<file path="src/rtl/pta_ram.sv">
// Generic single-write, single-read RAM with registered read data.
`default_nettype none
module pta_ram #(
    parameter int WIDTH = 8,
    parameter int DEPTH = 2
) (
    input  wire logic                     i_clk,
    input  wire logic                     i_we,
    input  wire logic [$clog2(DEPTH)-1:0] i_waddr,
    input  wire logic [WIDTH-1:0]         i_wdata,
    input  wire logic                     i_re,
    input  wire logic [$clog2(DEPTH)-1:0] i_raddr,
    output      logic [WIDTH-1:0]         o_rdata
);

    logic [WIDTH-1:0] r_mem [DEPTH];
    logic [WIDTH-1:0] r_rdata;

    always_ff @(posedge i_clk) begin
        if (i_we) begin
            r_mem[i_waddr] <= i_wdata;
        end
        if (i_re) begin
            r_rdata <= r_mem[i_raddr];
        end
    end

    assign o_rdata = r_rdata;

endmodule
`default_nettype wire

</file>
<file path="config.mk">
export PLATFORM = sky130hd
export DESIGN_NAME = pta_ram
export DESIGN_NICKNAME = d
export VERILOG_FILES = /design/src/rtl/pta_ram.sv
export SDC_FILE = /design/constraint.sdc
export NUM_CORES = 1
export LEC_CHECK = 0
export BUFFER_PORTS_ARGS = -buffer_cell sky130_fd_sc_hd__buf_4
export CORE_MARGIN = 5
export CORE_UTILIZATION = 34
export DETAILED_ROUTE_END_ITERATION = 8
export GPL_TIMING_DRIVEN = 0
export PLACE_DENSITY_LB_ADDON = 0.08
export RECOVER_POWER = 50
export SLEW_MARGIN = 40
export SYNTH_ARGS = -nofsm -noshare
export SYNTH_HDL_FRONTEND = slang
export SYNTH_SLANG_ARGS = --single-unit
</file>
<file path="constraint.sdc">
create_clock -name i_clk -period 2 [get_ports i_clk]
set_input_delay 0.2 -clock i_clk [delete_from_list [all_inputs] [get_ports i_clk]]
set_output_delay 0.2 -clock i_clk [all_outputs]
set_load 0.05 [all_outputs]
</file>
==> impl_metrics.yaml, run 1 <==
cts:
  clkSinkCount: 24
  cts_buffers: 3
  cts_buffer_depth: 2
  cts_tree: "yes"
  cts_hold_buf: 0
  cts_setup_buffers: 0
  clock_latency_ns: 0.30
  clkTransAtPathRegs_ns: 0.12
  ctsResizeCount: 0
  cts-root-buf: "clkbuf_4"
  htreeDepth: 1
worst_setup_path:
  cpPeakStageDelay_ns: 0.39
  path_cells: "buf_4"
  cp_data_required_time_ns: 1.80
  crit_path_start: "o_rdata[3]"
  crit_fanout: 1
  reg2reg_depth: 1
  worst_setup_path_end_kind: "output port"
  r2r_end: "o_rdata[7]"
  slowest_stage: "edfxtp_1"
  worst_setup_path_start_kind: "flop"
  path_class: "reg -> out"
  cp.buffers_inverters: 1
  critPathArrivalTime_ns: 0.89
  reg2reg_slack_ns: 1.10
  cp_top_family: "flip-flops"
  r2r_start: "r_mem[1][7]"
grt:
  grt_overflow: 0
  grt_first_pass_wirelength_mm: 1.96
  grtUsageTotal_pct: 7.70
  grt_pass1_vias: 458
  grt_max_degree: 14
  antenna_found_initial: 0
power:
  p_per_area_nw_per_um2: 869
  peakVddDrop_v: 0.000449
  power_mw: 0.924
  power.leakage_nw: 0.402
layout:
  final_cells: 88
  final_cell_mix: "edfxtp_1, clkbuf_4, buf_4, mux2_4"
  multi_input_area_um2: 133
  ff_latch_area_um2: 721
  nets: 72
  area_growth_pct: 23.0
  fin_util_pct: 43.3
  num_antenna_cells: 0
  final_layout_size_suffix_gt1_share_pct: 50.0
  final_common_cell: "edfxtp_1"
  fill_cells: 229
sta:
  timing.final.crit_share_pct: 54.4
  fin_crit_ns: 1.09
  rsz0062_at_grt: "no"
  setup_viol: 0
  setup_tns_ns: 0
  finalHoldViolCount: 0
  worst_pin_slew_ns: 0.718
  fmax_mhz: 919
  skew_ns: 0.00346
  relSlewSlack_pct: 52.0
  drv_slew: 0
synthesis:
  synth_cell_types: 5
  synthTopCellsByArea: "edfxtp_1, mux2_4, buf_6"
  syn_avg_cell_area_um2: 24.7
  syn_inst: 35
  synth_top_area_share_pct: 83.4
  yosys_warnings: 0
  syn_area_um2: 865
  syn_nets: 48
  ys_ff_latch: 24
  seq_area_frac_synth_pct: 83.4
  yosysTopAreaCell: "edfxtp_1"
route:
  detail_route.wl_per_cell_um: 14.0
  drtIter0Drc: 7
  dr.pass1.iters: 3
  route.detailed.drc: 0
  final_antenna_net_count: 0
  avgViaCountPerCell: 4.38
  via_count: 385
  drt_wl_total_mm: 1.23
hold_path:
  hold-path-cell-count: 1
  hold_path.class: "in -> reg"
  worstHoldEndpoint: "r_mem[1][2]"
  min-delay-start: "i_wdata[2]"
place:
  gp_congestion: 0.647
  placed_cells: 84
  port_buffers: 19
floorplan:
  rows: 18
  die_y_um: 60.4
  start_util_pct: 35.2
  die_width_um: 60.4
  io_pins: 21
  core-area_um2: 2450
  die_area_um2: 3650
flow_run:
  drv_cap: 0
outcome:
  status: "finished clean"
-- power breakdown --
| group | internal (mW) | leakage (nW) | switching [mW] |
|---|---|---|---|
| Clock | 0.0727 | 0.0154 | 0.131 |
| Combinational | 0.0498 | 0.158 | 0.0686 |
| Sequential | 0.594 | 0.228 | 0.00870 |
-- flip-flops by register name (all words and copies together) (netlist names) --
name / count
r_mem: 16
o_rdata: 8
-- kinds of logic (layout without fill, tap and decap cells) --
group                  after synthesis  in the layout  share of synthesized area (%)
buffers and inverters                1             24                           1.30
multiplexers                         8              8                           13.9
AND/OR/NAND/NOR                      2              2                           1.45
flip-flops                          24             24                           83.4
-- how the worst max path moves through the flow --
stage                              to  slack (ns)  depth (start not counted)
after global placement    r_mem[0][4]        0.78                          2
after detailed placement  r_mem[0][0]        0.72                          2
after global routing       o_rdata[0]        0.86                          1
final                      o_rdata[3]        0.91                          1
after CTS                  o_rdata[3]        0.89                          1
after floorplan           r_mem[0][0]        1.01                          1
-- cell type report --
type | instances | share of cell area [%]
timing repair buffer | 19 | 12.7
buffer | 1 | 1.06
multi-input combinational | 10 | 12.5
clock buffer | 3 | 2.12
sequential | 24 | 67.8
clock inverter | 1 | 0.353
tap | 30 | 3.53
-- stage by stage --
step / setup WS [ns] / area (um2) / hold WS (ns)
floorplan: 1.01 / 865 / 0.299
detailed placement: 0.716 / 1040 / 0.390
CTS: 0.886 / 1070 / 0.0642
global route: 0.858 / 1060 / 0.0743
finish: 0.912 / 1060 / 0.0996
global placement: 0.781 / 1040 / 0.385
-- routing by layer --
| metal | share of wire [%] | GRT usage, % |
|---|---|---|
| met1 | 34 | 7.74 |
| met2 | 56 | 14.4 |
| met3 | 9.7 | 2.34 |
| met4 | 0 | 3.72 |
| met5 | 0 | 0 |
-- synth_stat cells --
cell and n:
nor2b_1 1, and2_1 1, edfxtp_1 24, buf_6 1, mux2_4 8
No activity file was read; power rests on OpenSTA's default activity.
==> run 2: changes to the inputs <==
--- a/config.mk
+++ b/config.mk
@@ -5,6 +5,7 @@
 export SDC_FILE = /design/constraint.sdc
 export NUM_CORES = 1
 export LEC_CHECK = 0
+export ABC_AREA = 1
 export BUFFER_PORTS_ARGS = -buffer_cell sky130_fd_sc_hd__buf_4
 export CORE_MARGIN = 5
 export CORE_UTILIZATION = 34
==> constraint.sdc (replaced) <==
create_clock -name i_clk -period 1.1 [get_ports i_clk]
set_input_delay 0.11 -clock i_clk [delete_from_list [all_inputs] [get_ports i_clk]]
set_output_delay 0.11 -clock i_clk [all_outputs]
set_load 0.05 [all_outputs]
==> run 2 against run 1 <==
Net effect: die area down 2.3%; cell area up 4.6%; sequential share of layout area is 3.0 points lower.
==> impl_metrics.yaml, run 2 <==
worst_setup_path:
  slowest_stage: "edfxtp_1"
  cp_top_family: "flip-flops"
  reg2reg_depth: 2
  r2r_end: "o_rdata[1]"
  critPathArrivalTime_ns: 0.88
  cpPeakStageDelay_ns: 0.39
  worst_setup_path_start_kind: "flop"
  cp.buffers_inverters: 1
  crit_fanout: 1
  cp_data_required_time_ns: 0.99
  path_class: "reg -> out"
  reg2reg_slack_ns: 0.34
  path_cells: "buf_4"
  r2r_start: "r_mem[1][1]"
  worst_setup_path_end_kind: "output port"
route:
  drtIter0Drc: 1
  detail_route.wl_per_cell_um: 11.4
  via_count: 464
  avgViaCountPerCell: 4.07
  route.detailed.drc: 0
  final_antenna_net_count: 0
  dr.pass1.iters: 3
  drt_wl_total_mm: 1.30
cts:
  htreeDepth: 1
  cts_buffers: 3
  cts_buffer_depth: 2
  clock_latency_ns: 0.30
  clkTransAtPathRegs_ns: 0.12
  clkSinkCount: 24
  cts-root-buf: "clkbuf_4"
  cts_tree: "yes"
  cts_setup_buffers: 0
synthesis:
  syn_inst: 54
  syn_avg_cell_area_um2: 15.6
  synthTopCellsByArea: "edfxtp_1, nand2_1, buf_6"
  synth_cell_types: 6
  yosysMostFrequentCell: "nand2_1"
  yosys_warnings: 0
  synth_top_area_share_pct: 85.7
  yosysTopAreaCell: "edfxtp_1"
  synthTopCellsByCount: "nand2_1, edfxtp_1, inv_1"
  synth_flop_cell: "edfxtp_1"
  synth_edf_count: 24
  syn_nets: 67
  syn_area_um2: 841
  synthArstFlopShare_pct: 0
  seq_area_frac_synth_pct: 85.7
  ys_ff_latch: 24
grt:
  grt_max_degree: 13
  grt_pass1_vias: 476
  grt_overflow: 0
  grt_first_pass_wirelength_mm: 2.20
  antenna_found_initial: 0
  grtUsageTotal_pct: 8.78
sta:
  drv_slew: 0
  worst_pin_slew_ns: 0.654
  fin_crit_ns: 0.993
  skew_ns: 0.00577
  setup_tns_ns: 0
  fmax_mhz: 1010
  setup_viol: 0
  layout_setup_ws_ns: 0.107
  finalHoldViolCount: 0
  relSlewSlack_pct: 56.3
  timing.final.crit_share_pct: 90.3
  rsz0062_at_grt: "no"
floorplan:
  core-area_um2: 2410
  die_y_um: 59.7
  io_pins: 21
  rows: 18
  die_area_um2: 3570
  die_width_um: 59.7
  start_util_pct: 34.9
layout:
  fill_cells: 240
  num_antenna_cells: 0
  multi_input_area_um2: 97.6
  largest_reg_flops: 16
  final_cells: 114
  nets: 99
  final_common_cell: "nand2_1"
  final_cell_mix: "nand2_1, edfxtp_1, buf_4, clkbuf_4, dlygate4sd3_1"
  regMostFlops: "r_mem"
  final_layout_size_suffix_gt1_share_pct: 25.0
  ff_latch_area_um2: 721
  area_growth_pct: 32.3
place:
  gp_congestion: 0.614
  hpwl_um: 932
  port_buffers: 19
  placed_cells: 103
  dp_slack_ns: -0.0494
power:
  p_seq_share_pct: 65.7
  power_mw: 1.66
  p_sw_share_pct: 22.7
  p_comb_share_pct: 13.0
  power_frac_clock_pct: 21.4
  netSwitchingPower_mw: 0.378
  power.internal_mw: 1.29
  power.leakage_nw: 0.455
  peakVddDrop_v: 0.000715
  p_per_area_nw_per_um2: 1500
hold_path:
  min-delay-start: "i_raddr"
  hold-path-cell-count: 3
  worstHoldEndpoint: "o_rdata[6]"
  hold_path.class: "in -> reg"
flow_run:
  drv_cap: 0
outcome:
  status: "finished clean"
## run 2: metrics by stage
stage	instance area, um2	hold WS (ns)	utilization, %
after floorplan	841	0.209	-
after global placement	1020	0.295	42.4
after detailed placement	1020	0.298	42.4
after CTS	1120	0.0774	46.6
after global routing	1110	0.129	46.2
final	1110	0.125	46.2
## run 2: metal layers
layer	global-route usage, %	up-vias	share of wire, %	wire length [um]
met2	14.7	14	52	670
met3	2.38	2	9.5	123
met5	0	-	0	0
met1	9.74	206	38	491
li1	-	242	-	-
met4	5.70	0	1.1	14
## run 2: cells by family (layout without fill, tap and decap cells)
kind of cell           count (synthesis)  after routing  synth area share [%]
and+or+nand+nor                       26             26                  11.6
buffers and inverters                  4             34                  2.68
DFF                                   24             24                  85.7
## run 2: repair_timing
action                    4_1_cts  5_1_grt
hold endpoints to repair       16        0
hold buffers                    8        0
resized for setup               0        0
## run 2: layout make-up
cell class | instances | share of cell area (%)
flip-flops and latches | 24 | 64.8
repair buffers | 27 | 19.0
multi-input cells | 26 | 8.77
well taps | 30 | 3.37
clock buffers | 3 | 2.02
plain buffers | 1 | 1.01
inverters | 3 | 1.01
## run 2: power groups by stage
stage / Clock [mW] / Combinational (mW) / Sequential, mW
4_1_cts: 0.377 / 0.226 / 1.09
2_1_floorplan: 0 / 0.0421 / 1.19
6_report: 0.356 / 0.215 / 1.09
3_5_place_dp: 0 / 0.203 / 1.11
3_3_place_gp: 0 / 0.200 / 1.11
5_1_grt: 0.401 / 0.234 / 1.10
## run 2: how the worst max path moves through the flow
stage	slack, ns	to	from	cells after the start
4_1_cts	0.08	o_rdata[7]	o_rdata[7]	1
2_1_floorplan	0.23	r_mem[0][0]	i_we	2
3_5_place_dp	-0.05	r_mem[0][7]	i_waddr	2
3_3_place_gp	-0.08	r_mem[0][7]	i_waddr	2
5_1_grt	0.06	o_rdata[7]	o_rdata[7]	1
6_report	0.11	o_rdata[7]	o_rdata[7]	1
