==> src/rtl/pta_pkg.sv <==
// Package: shared widths, defaults, command codes and sequencer states.
`default_nettype none
package pta_pkg;

    localparam int PIXELS_DEF   = 4096;
    localparam int LAGS_DEF     = 16;
    localparam int ACC_BITS_DEF = 48;

    localparam int PIX_W     = 12;
    localparam int SAMPLE_W  = 9;
    localparam int LAG_SEL_W = 4;
    localparam int LAG_SUM_W = 48;
    localparam int PROD_W    = 2 * SAMPLE_W;

    localparam logic CMD_SAMPLE = 1'b0;
    localparam logic CMD_READ   = 1'b1;

    typedef enum logic [2:0] {
        ST_CLEAR,
        ST_IDLE,
        ST_ACCUM,
        ST_WRITE,
        ST_READ_ADDR,
        ST_READ_DATA
    } t_pta_state;

endpackage
`default_nettype wire

==> src/rtl/pta_mac.sv <==
// Shared multiply and saturating accumulate unit: one lag product per cycle.
`default_nettype none
module pta_mac #(
    parameter int ACC_BITS = pta_pkg::ACC_BITS_DEF
) (
    input  wire logic                                i_clk,
    input  wire logic                                i_rst_n,
    input  wire logic                                i_valid,
    input  wire logic signed [pta_pkg::SAMPLE_W-1:0] i_a,
    input  wire logic signed [pta_pkg::SAMPLE_W-1:0] i_b,
    input  wire logic signed [ACC_BITS-1:0]          i_acc,
    output      logic                                o_valid,
    output      logic signed [ACC_BITS-1:0]          o_sum
);

    localparam logic signed [ACC_BITS-1:0] AccMax = {1'b0, {(ACC_BITS-1){1'b1}}};
    localparam logic signed [ACC_BITS-1:0] AccMin = {1'b1, {(ACC_BITS-1){1'b0}}};

    logic signed [pta_pkg::PROD_W-1:0] r_prod;
    logic signed [pta_pkg::PROD_W-1:0] n_prod;
    logic                              r_valid;
    logic signed [ACC_BITS:0]          w_sum;

    assign n_prod = i_a * i_b;

    always_ff @(posedge i_clk) begin
        if (!i_rst_n) begin
            r_valid <= 1'b0;
        end else begin
            r_valid <= i_valid;
        end
        if (i_valid) begin
            r_prod <= n_prod;
        end
    end

    // One guard bit catches overflow; clamp toward the sign of the true sum.
    assign w_sum = (ACC_BITS+1)'(i_acc) + (ACC_BITS+1)'(r_prod);

    always_comb begin
        if (w_sum[ACC_BITS] != w_sum[ACC_BITS-1]) begin
            o_sum = w_sum[ACC_BITS] ? AccMin : AccMax;
        end else begin
            o_sum = w_sum[ACC_BITS-1:0];
        end
    end

    assign o_valid = r_valid;

endmodule
`default_nettype wire

==> config.mk <==
export PLATFORM = sky130hd
export DESIGN_NAME = pta_mac
export DESIGN_NICKNAME = d
export VERILOG_FILES = /design/src/rtl/pta_pkg.sv /design/src/rtl/pta_mac.sv
export SDC_FILE = /design/constraint.sdc
export NUM_CORES = 1
export LEC_CHECK = 0
export BUFFER_PORTS_ARGS = -buffer_cell sky130_fd_sc_hd__buf_2
export CAP_MARGIN = 10
export CORE_UTILIZATION = 64
export CTS_BUF_LIST = sky130_fd_sc_hd__clkbuf_4 sky130_fd_sc_hd__clkbuf_8 sky130_fd_sc_hd__clkbuf_16
export DETAILED_ROUTE_END_ITERATION = 10
export PLACE_DENSITY = 0.89
export SKIP_LAST_GASP = 1
export SLEW_MARGIN = 40
export SYNTH_ARGS = -nofsm -noshare
export SYNTH_HDL_FRONTEND = slang
export SYNTH_SLANG_ARGS = --single-unit
==> constraint.sdc <==
create_clock -name i_clk -period 8.2 [get_ports i_clk]
set_input_delay 0.41 -clock i_clk [delete_from_list [all_inputs] [get_ports i_clk]]
set_output_delay 0.41 -clock i_clk [all_outputs]
set_load 0.05 [all_outputs]
==> flow_metrics.env, run 1 <==
export IMPL_yosys_warnings=0
export IMPL_min_period_ns=5.19
export IMPL_netlist_cell_type_count=70
export IMPL_dieArea_sq_um=11300
export IMPL_drv_slew=0
export IMPL_criticalPathCategory="primary input to flop"
export IMPL_crit_end="r_prod[15]"
export IMPL_syn2layout_area_growth_pct=8.39
export IMPL_synth_nets=1054
export IMPL_die_h_um=106
export IMPL_drv_cap=0
export IMPL_worstHoldPathType="primary input to flop"
export IMPL_clockRootBuffer="clkbuf_8"
export IMPL_final_cell_mix="117 x buf_2, 86 x ha_1, 82 x inv_1"
export IMPL_netlist_area_sq_um=6950
export IMPL_wl_um=17000
export IMPL_grt_overflow=0
export IMPL_yosysSeqAreaShare=0.0807
export IMPL_drive_gt1_frac=0.200
export IMPL_clkSlewWorstSetupHoldPaths_ns=0.07
export IMPL_worstSetupEndpointType="flop"
export IMPL_port_buffers=117
export IMPL_gp_congestion=0.943
export IMPL_grt_pass1_vias=5950
export IMPL_cp_start_kind="primary input"
export IMPL_dpl_hpwl_um=14100
export IMPL_grt_max_degree=46
export IMPL_post_synth_top_area_fraction=0.205
export IMPL_fp_row_count=37
export IMPL_finalSetupTns_ns=0
export IMPL_drtPass1Iterations=6
export IMPL_cts_tree="done"
export IMPL_hold_ws_ns=0.359
export IMPL_fill_cells=837
export IMPL_cts_sinks=19
export IMPL_path_max_fanout=9
export IMPL_grt_pass1_wl_um=28100
export IMPL_place_area_sq_um=7480
export IMPL_htree_levels=1
export IMPL_final_area_sq_um=7530
export IMPL_yosys_most_used_dff="edfxtp_1"
export IMPL_max_slew_margin=0.551
export IMPL_ys_top_cells_by_area="fa_1 20%, ha_1 15%, edfxtp_1 7.8%"
export IMPL_num_vias=6293
export IMPL_post_route_period_util=0.633
export IMPL_synth_edf_count=18
export IMPL_dp_cells=1043
export IMPL_async_flop_share=0
export IMPL_drt_iter0_drc=491
export IMPL_tightest_slew_ns=0.674
export IMPL_ant_nets=0
export IMPL_required_ns=8.21
export IMPL_drc=0
export IMPL_grt_use_total=0.306
export IMPL_postCtsHoldBufs=0
export IMPL_layout_cells_non_filler=1048
export IMPL_io_pins=118
export IMPL_nNetsFinal=1138
export IMPL_final_common_cell="buf_2"
export IMPL_vias_per_cell=6.00
export IMPL_synth_cells=828
export IMPL_start_util=0.667
export IMPL_rsz0062_at_grt="no"
export IMPL_crit_arrival_ns=5.20
export IMPL_fmax_mhz=193
export IMPL_syn_area_per_cell_sq_um=8.39
export IMPL_yosysTopAreaCell="fa_1"
export IMPL_numCtsBuffers=3
export IMPL_core_area_sq_um=10400
export IMPL_setup_viol=0
export IMPL_outcome="complete, no violations"
export IMPL_post_cts_resized=0
export IMPL_cts_setup_buffers=0
export IMPL_hold_viol=0
export IMPL_cts_buffer_depth=2
export IMPL_crit_start="i_b[2]"
export IMPL_wl_per_cell_um=16.2
export IMPL_antenna_found_initial=1
export IMPL_die_x_um=106
export IMPL_synth_seq_cells=19
==> logic make-up (layout without fill, tap and decap cells) <==
family | count (synthesis) | after routing | share of synthesized area
buf+inv | 122 | 205 | 0.0783
flops | 19 | 19 | 0.0807
xor+xnor | 62 | 62 | 0.0792
compound gates | 222 | 222 | 0.218
simple gates | 244 | 244 | 0.181
fa+ha+maj | 159 | 159 | 0.362
other cells | 0 | 1 | 0
==> synthesized netlist by cell type (9+ instances only) <==
library cell / n
nor2_1: 41
nor2b_1: 12
o21ai_2: 9
inv_1: 82
nand4_1: 21
fa_1: 71
a21oi_1: 68
edfxtp_1: 18
nand2b_1: 15
nand2_1: 78
a21o_1: 14
and2_1: 37
ha_1: 86
buf_2: 12
clkbuf_1: 17
a21oi_2: 30
xor2_1: 25
xnor2_1: 36
o21ai_0: 38
==> layout make-up <==
type                       count  area (sq um)  share of cell area
sequential                    19           561              0.0744
clock inverter                 1          5.00            0.000665
inverter                      82           308              0.0409
antenna                        1          2.50            0.000332
timing repair buffer         119           601              0.0797
clock buffer                   3          41.3             0.00548
multi-input combinational    687          5840               0.776
tap                          136           170              0.0226
==> stage by stage <==
step,setup WS [ns],util
floorplan,2.97,-
global placement,2.87,0.718
detailed placement,2.74,0.718
CTS,3.01,0.723
global route,2.67,0.723
finish,3.01,0.723
==> sequential cells by signal, summed over array words and instances (netlist names) <==
register	count
o_valid	1
r_prod	18
==> critical path, stage by stage <==
cell     delay, ns
buf_2         0.17
nand2_1       0.10
fa_1          0.54
inv_1         0.05
fa_1          0.46
ha_1          0.29
inv_1         0.05
fa_1          0.54
inv_1         0.04
ha_1          0.28
ha_1          0.22
fa_1          0.41
a21o_1        0.17
a21oi_1       0.22
nor2b_1       0.08
o21a_1        0.19
o311a_1       0.32
o21a_1        0.19
o21ai_0       0.20
nor2b_1       0.19
xnor2_1       0.07
==> how the worst min path moves through the flow <==
stage / start / slack [ns] / cells after the start / endpoint
after floorplan: i_valid / 0.52 / 0 / r_prod[0]
after global placement: i_rst_n / 0.62 / 2 / o_valid
after detailed placement: i_rst_n / 0.62 / 2 / o_valid
after CTS: i_rst_n / 0.36 / 2 / o_valid
after global routing: i_rst_n / 0.37 / 2 / o_valid
final: i_rst_n / 0.36 / 2 / o_valid
==> layer usage <==
| layer | GRT usage | part of all wire | wire (um) | vias to the layer above |
|---|---|---|---|---|
| li1 | - | - | - | 3026 |
| met1 | 0.466 | 0.45 | 7710 | 2956 |
| met2 | 0.488 | 0.46 | 7910 | 295 |
| met3 | 0.0233 | 0.072 | 1220 | 16 |
| met4 | 0.0347 | 0.010 | 176 | 0 |
| met5 | 0 | 0 | 0 | - |
Power of run 1 is left out: the tool's default activity adds up to more than one toggle a clock period on the data nets, which glitch-free logic cannot reach.
==> inputs of run 2 (changes only) <==
Settings changed: CORE_UTILIZATION 64 to 60, PLACE_DENSITY 0.89 to 0.84.
Clock period 8.2 ns to 4.8 ns, I/O delays scaled along.
==> flow_metrics.env, run 2 (synthesized netlist as in run 1, its figures left out) <==
export IMPL_outcome="complete, no violations"
export IMPL_drtPass1Iterations=6
export IMPL_wl_per_cell_um=15.9
export IMPL_cts_sinks=19
export IMPL_criticalPathCategory="primary input to flop"
export IMPL_die_x_um=110
export IMPL_crit_end="r_prod[15]"
export IMPL_drc=0
export IMPL_drive_gt1_frac=0.265
export IMPL_path_max_fanout=4
export IMPL_min_period_ns=4.65
export IMPL_fp_row_count=38
export IMPL_clockRootBuffer="clkbuf_16"
export IMPL_min_delay_start="i_rst_n"
export IMPL_io_pins=118
export IMPL_htree_levels=1
export IMPL_syn2layout_area_growth_pct=16.1
export IMPL_final_util=0.728
export IMPL_largest_register_ffs=18
export IMPL_num_vias=6359
export IMPL_nNetsFinal=1180
export IMPL_cp_start_kind="primary input"
export IMPL_multi_input_area_sq_um=5970
export IMPL_antenna_found_initial=0
export IMPL_core_area_sq_um=11100
export IMPL_die_h_um=110
export IMPL_cts_buffer_depth=2
export IMPL_grt_overflow=0
export IMPL_fill_cells=878
export IMPL_fmax_mhz=215
export IMPL_drv_slew=0
export IMPL_final_common_cell="buf_2"
export IMPL_seq_area_sq_um=561
export IMPL_grt_pass1_vias=5874
export IMPL_numCtsBuffers=3
export IMPL_setup_viol=0
export IMPL_regMostFlops="r_prod"
export IMPL_cts_tree="done"
export IMPL_dpl_hpwl_um=14600
export IMPL_postCtsHoldBufs=0
export IMPL_post_route_period_util=0.968
export IMPL_worstSetupEndpointType="flop"
export IMPL_dieArea_sq_um=12000
export IMPL_wl_um=17300
export IMPL_drv_cap=0
export IMPL_final_cell_mix="110 x buf_2, 80 x ha_1, 78 x inv_1"
export IMPL_tightest_slew_ns=0.598
export IMPL_num_antenna_cells=0
export IMPL_worstHoldPathType="primary input to flop"
export IMPL_grt_max_degree=33
export IMPL_grt_pass1_wl_um=27500
export IMPL_crit_start="i_a[7]"
export IMPL_drt_iter0_drc=472
export IMPL_grt_use_total=0.290
export IMPL_vias_per_cell=5.82
export IMPL_required_ns=4.81
export IMPL_port_buffers=117
export IMPL_start_util=0.627
export IMPL_gp_congestion=0.917
export IMPL_clkSlewWorstSetupHoldPaths_ns=0.05
export IMPL_crit_arrival_ns=4.65
export IMPL_hold_viol=0
export IMPL_ant_nets=0
export IMPL_max_slew_margin=0.597
run 2: metal layers:
layer,wire [um],GRT usage,vias to the layer above
met5,0,0,-
met4,129,0.0324,0
met3,1100,0.0338,15
met2,7920,0.458,217
met1,8190,0.440,3008
li1,-,-,3119
run 2: worst min-delay path by stage:
stage / endpoint / slack [ns] / cells after the start
global placement: o_valid / 0.45 / 2
CTS: o_valid / 0.19 / 2
floorplan: r_prod[0] / 0.35 / 0
finish: o_valid / 0.19 / 2
global route: o_valid / 0.20 / 2
detailed placement: o_valid / 0.45 / 2
run 2: timing repair:
action                                  4_1_cts  5_1_grt
buffers inserted                              0        2
gates resized for setup                       1       43
endpoints found under the setup margin        2        4
gates cloned                                  0        0
pin swaps                                     0       36
run 2: final cells by class:
class,instances,share of cell area
sequential,19,0.0695
clock buffer,3,0.00931
tap,140,0.0217
inverter,82,0.0382
clock inverter,1,0.000620
multi-input combinational,687,0.741
timing repair buffer,161,0.120
run 2: worst max-delay path, stage by stage:
cell     delay, ns
buf_2         0.14
nand2_1       0.09
fa_1          0.52
inv_2         0.04
fa_1          0.48
fa_1          0.56
fa_1          0.42
fa_1          0.53
ha_4          0.22
a21oi_4       0.14
nor2b_1       0.05
o21a_1        0.20
o311a_1       0.37
o21a_1        0.24
o21ai_2       0.16
nor2b_2       0.17
xnor2_1       0.07
run 2: metrics by stage:
stage | TNS, ns | instances | setup WS [ns] | cell area (sq um) | hold slack, ns
after floorplan | 0 | 828 | 0.00788 | 6990 | 0.352
after global placement | -0.313 | 1087 | -0.162 | 7820 | 0.446
after detailed placement | -0.648 | 1087 | -0.243 | 7820 | 0.450
after CTS | 0 | 1091 | 0.00839 | 7910 | 0.190
after global routing | -0.00743 | 1093 | -0.00743 | 8070 | 0.201
final | 0 | 1093 | 0.153 | 8070 | 0.191
Power of run 2 is left out for the same reason.
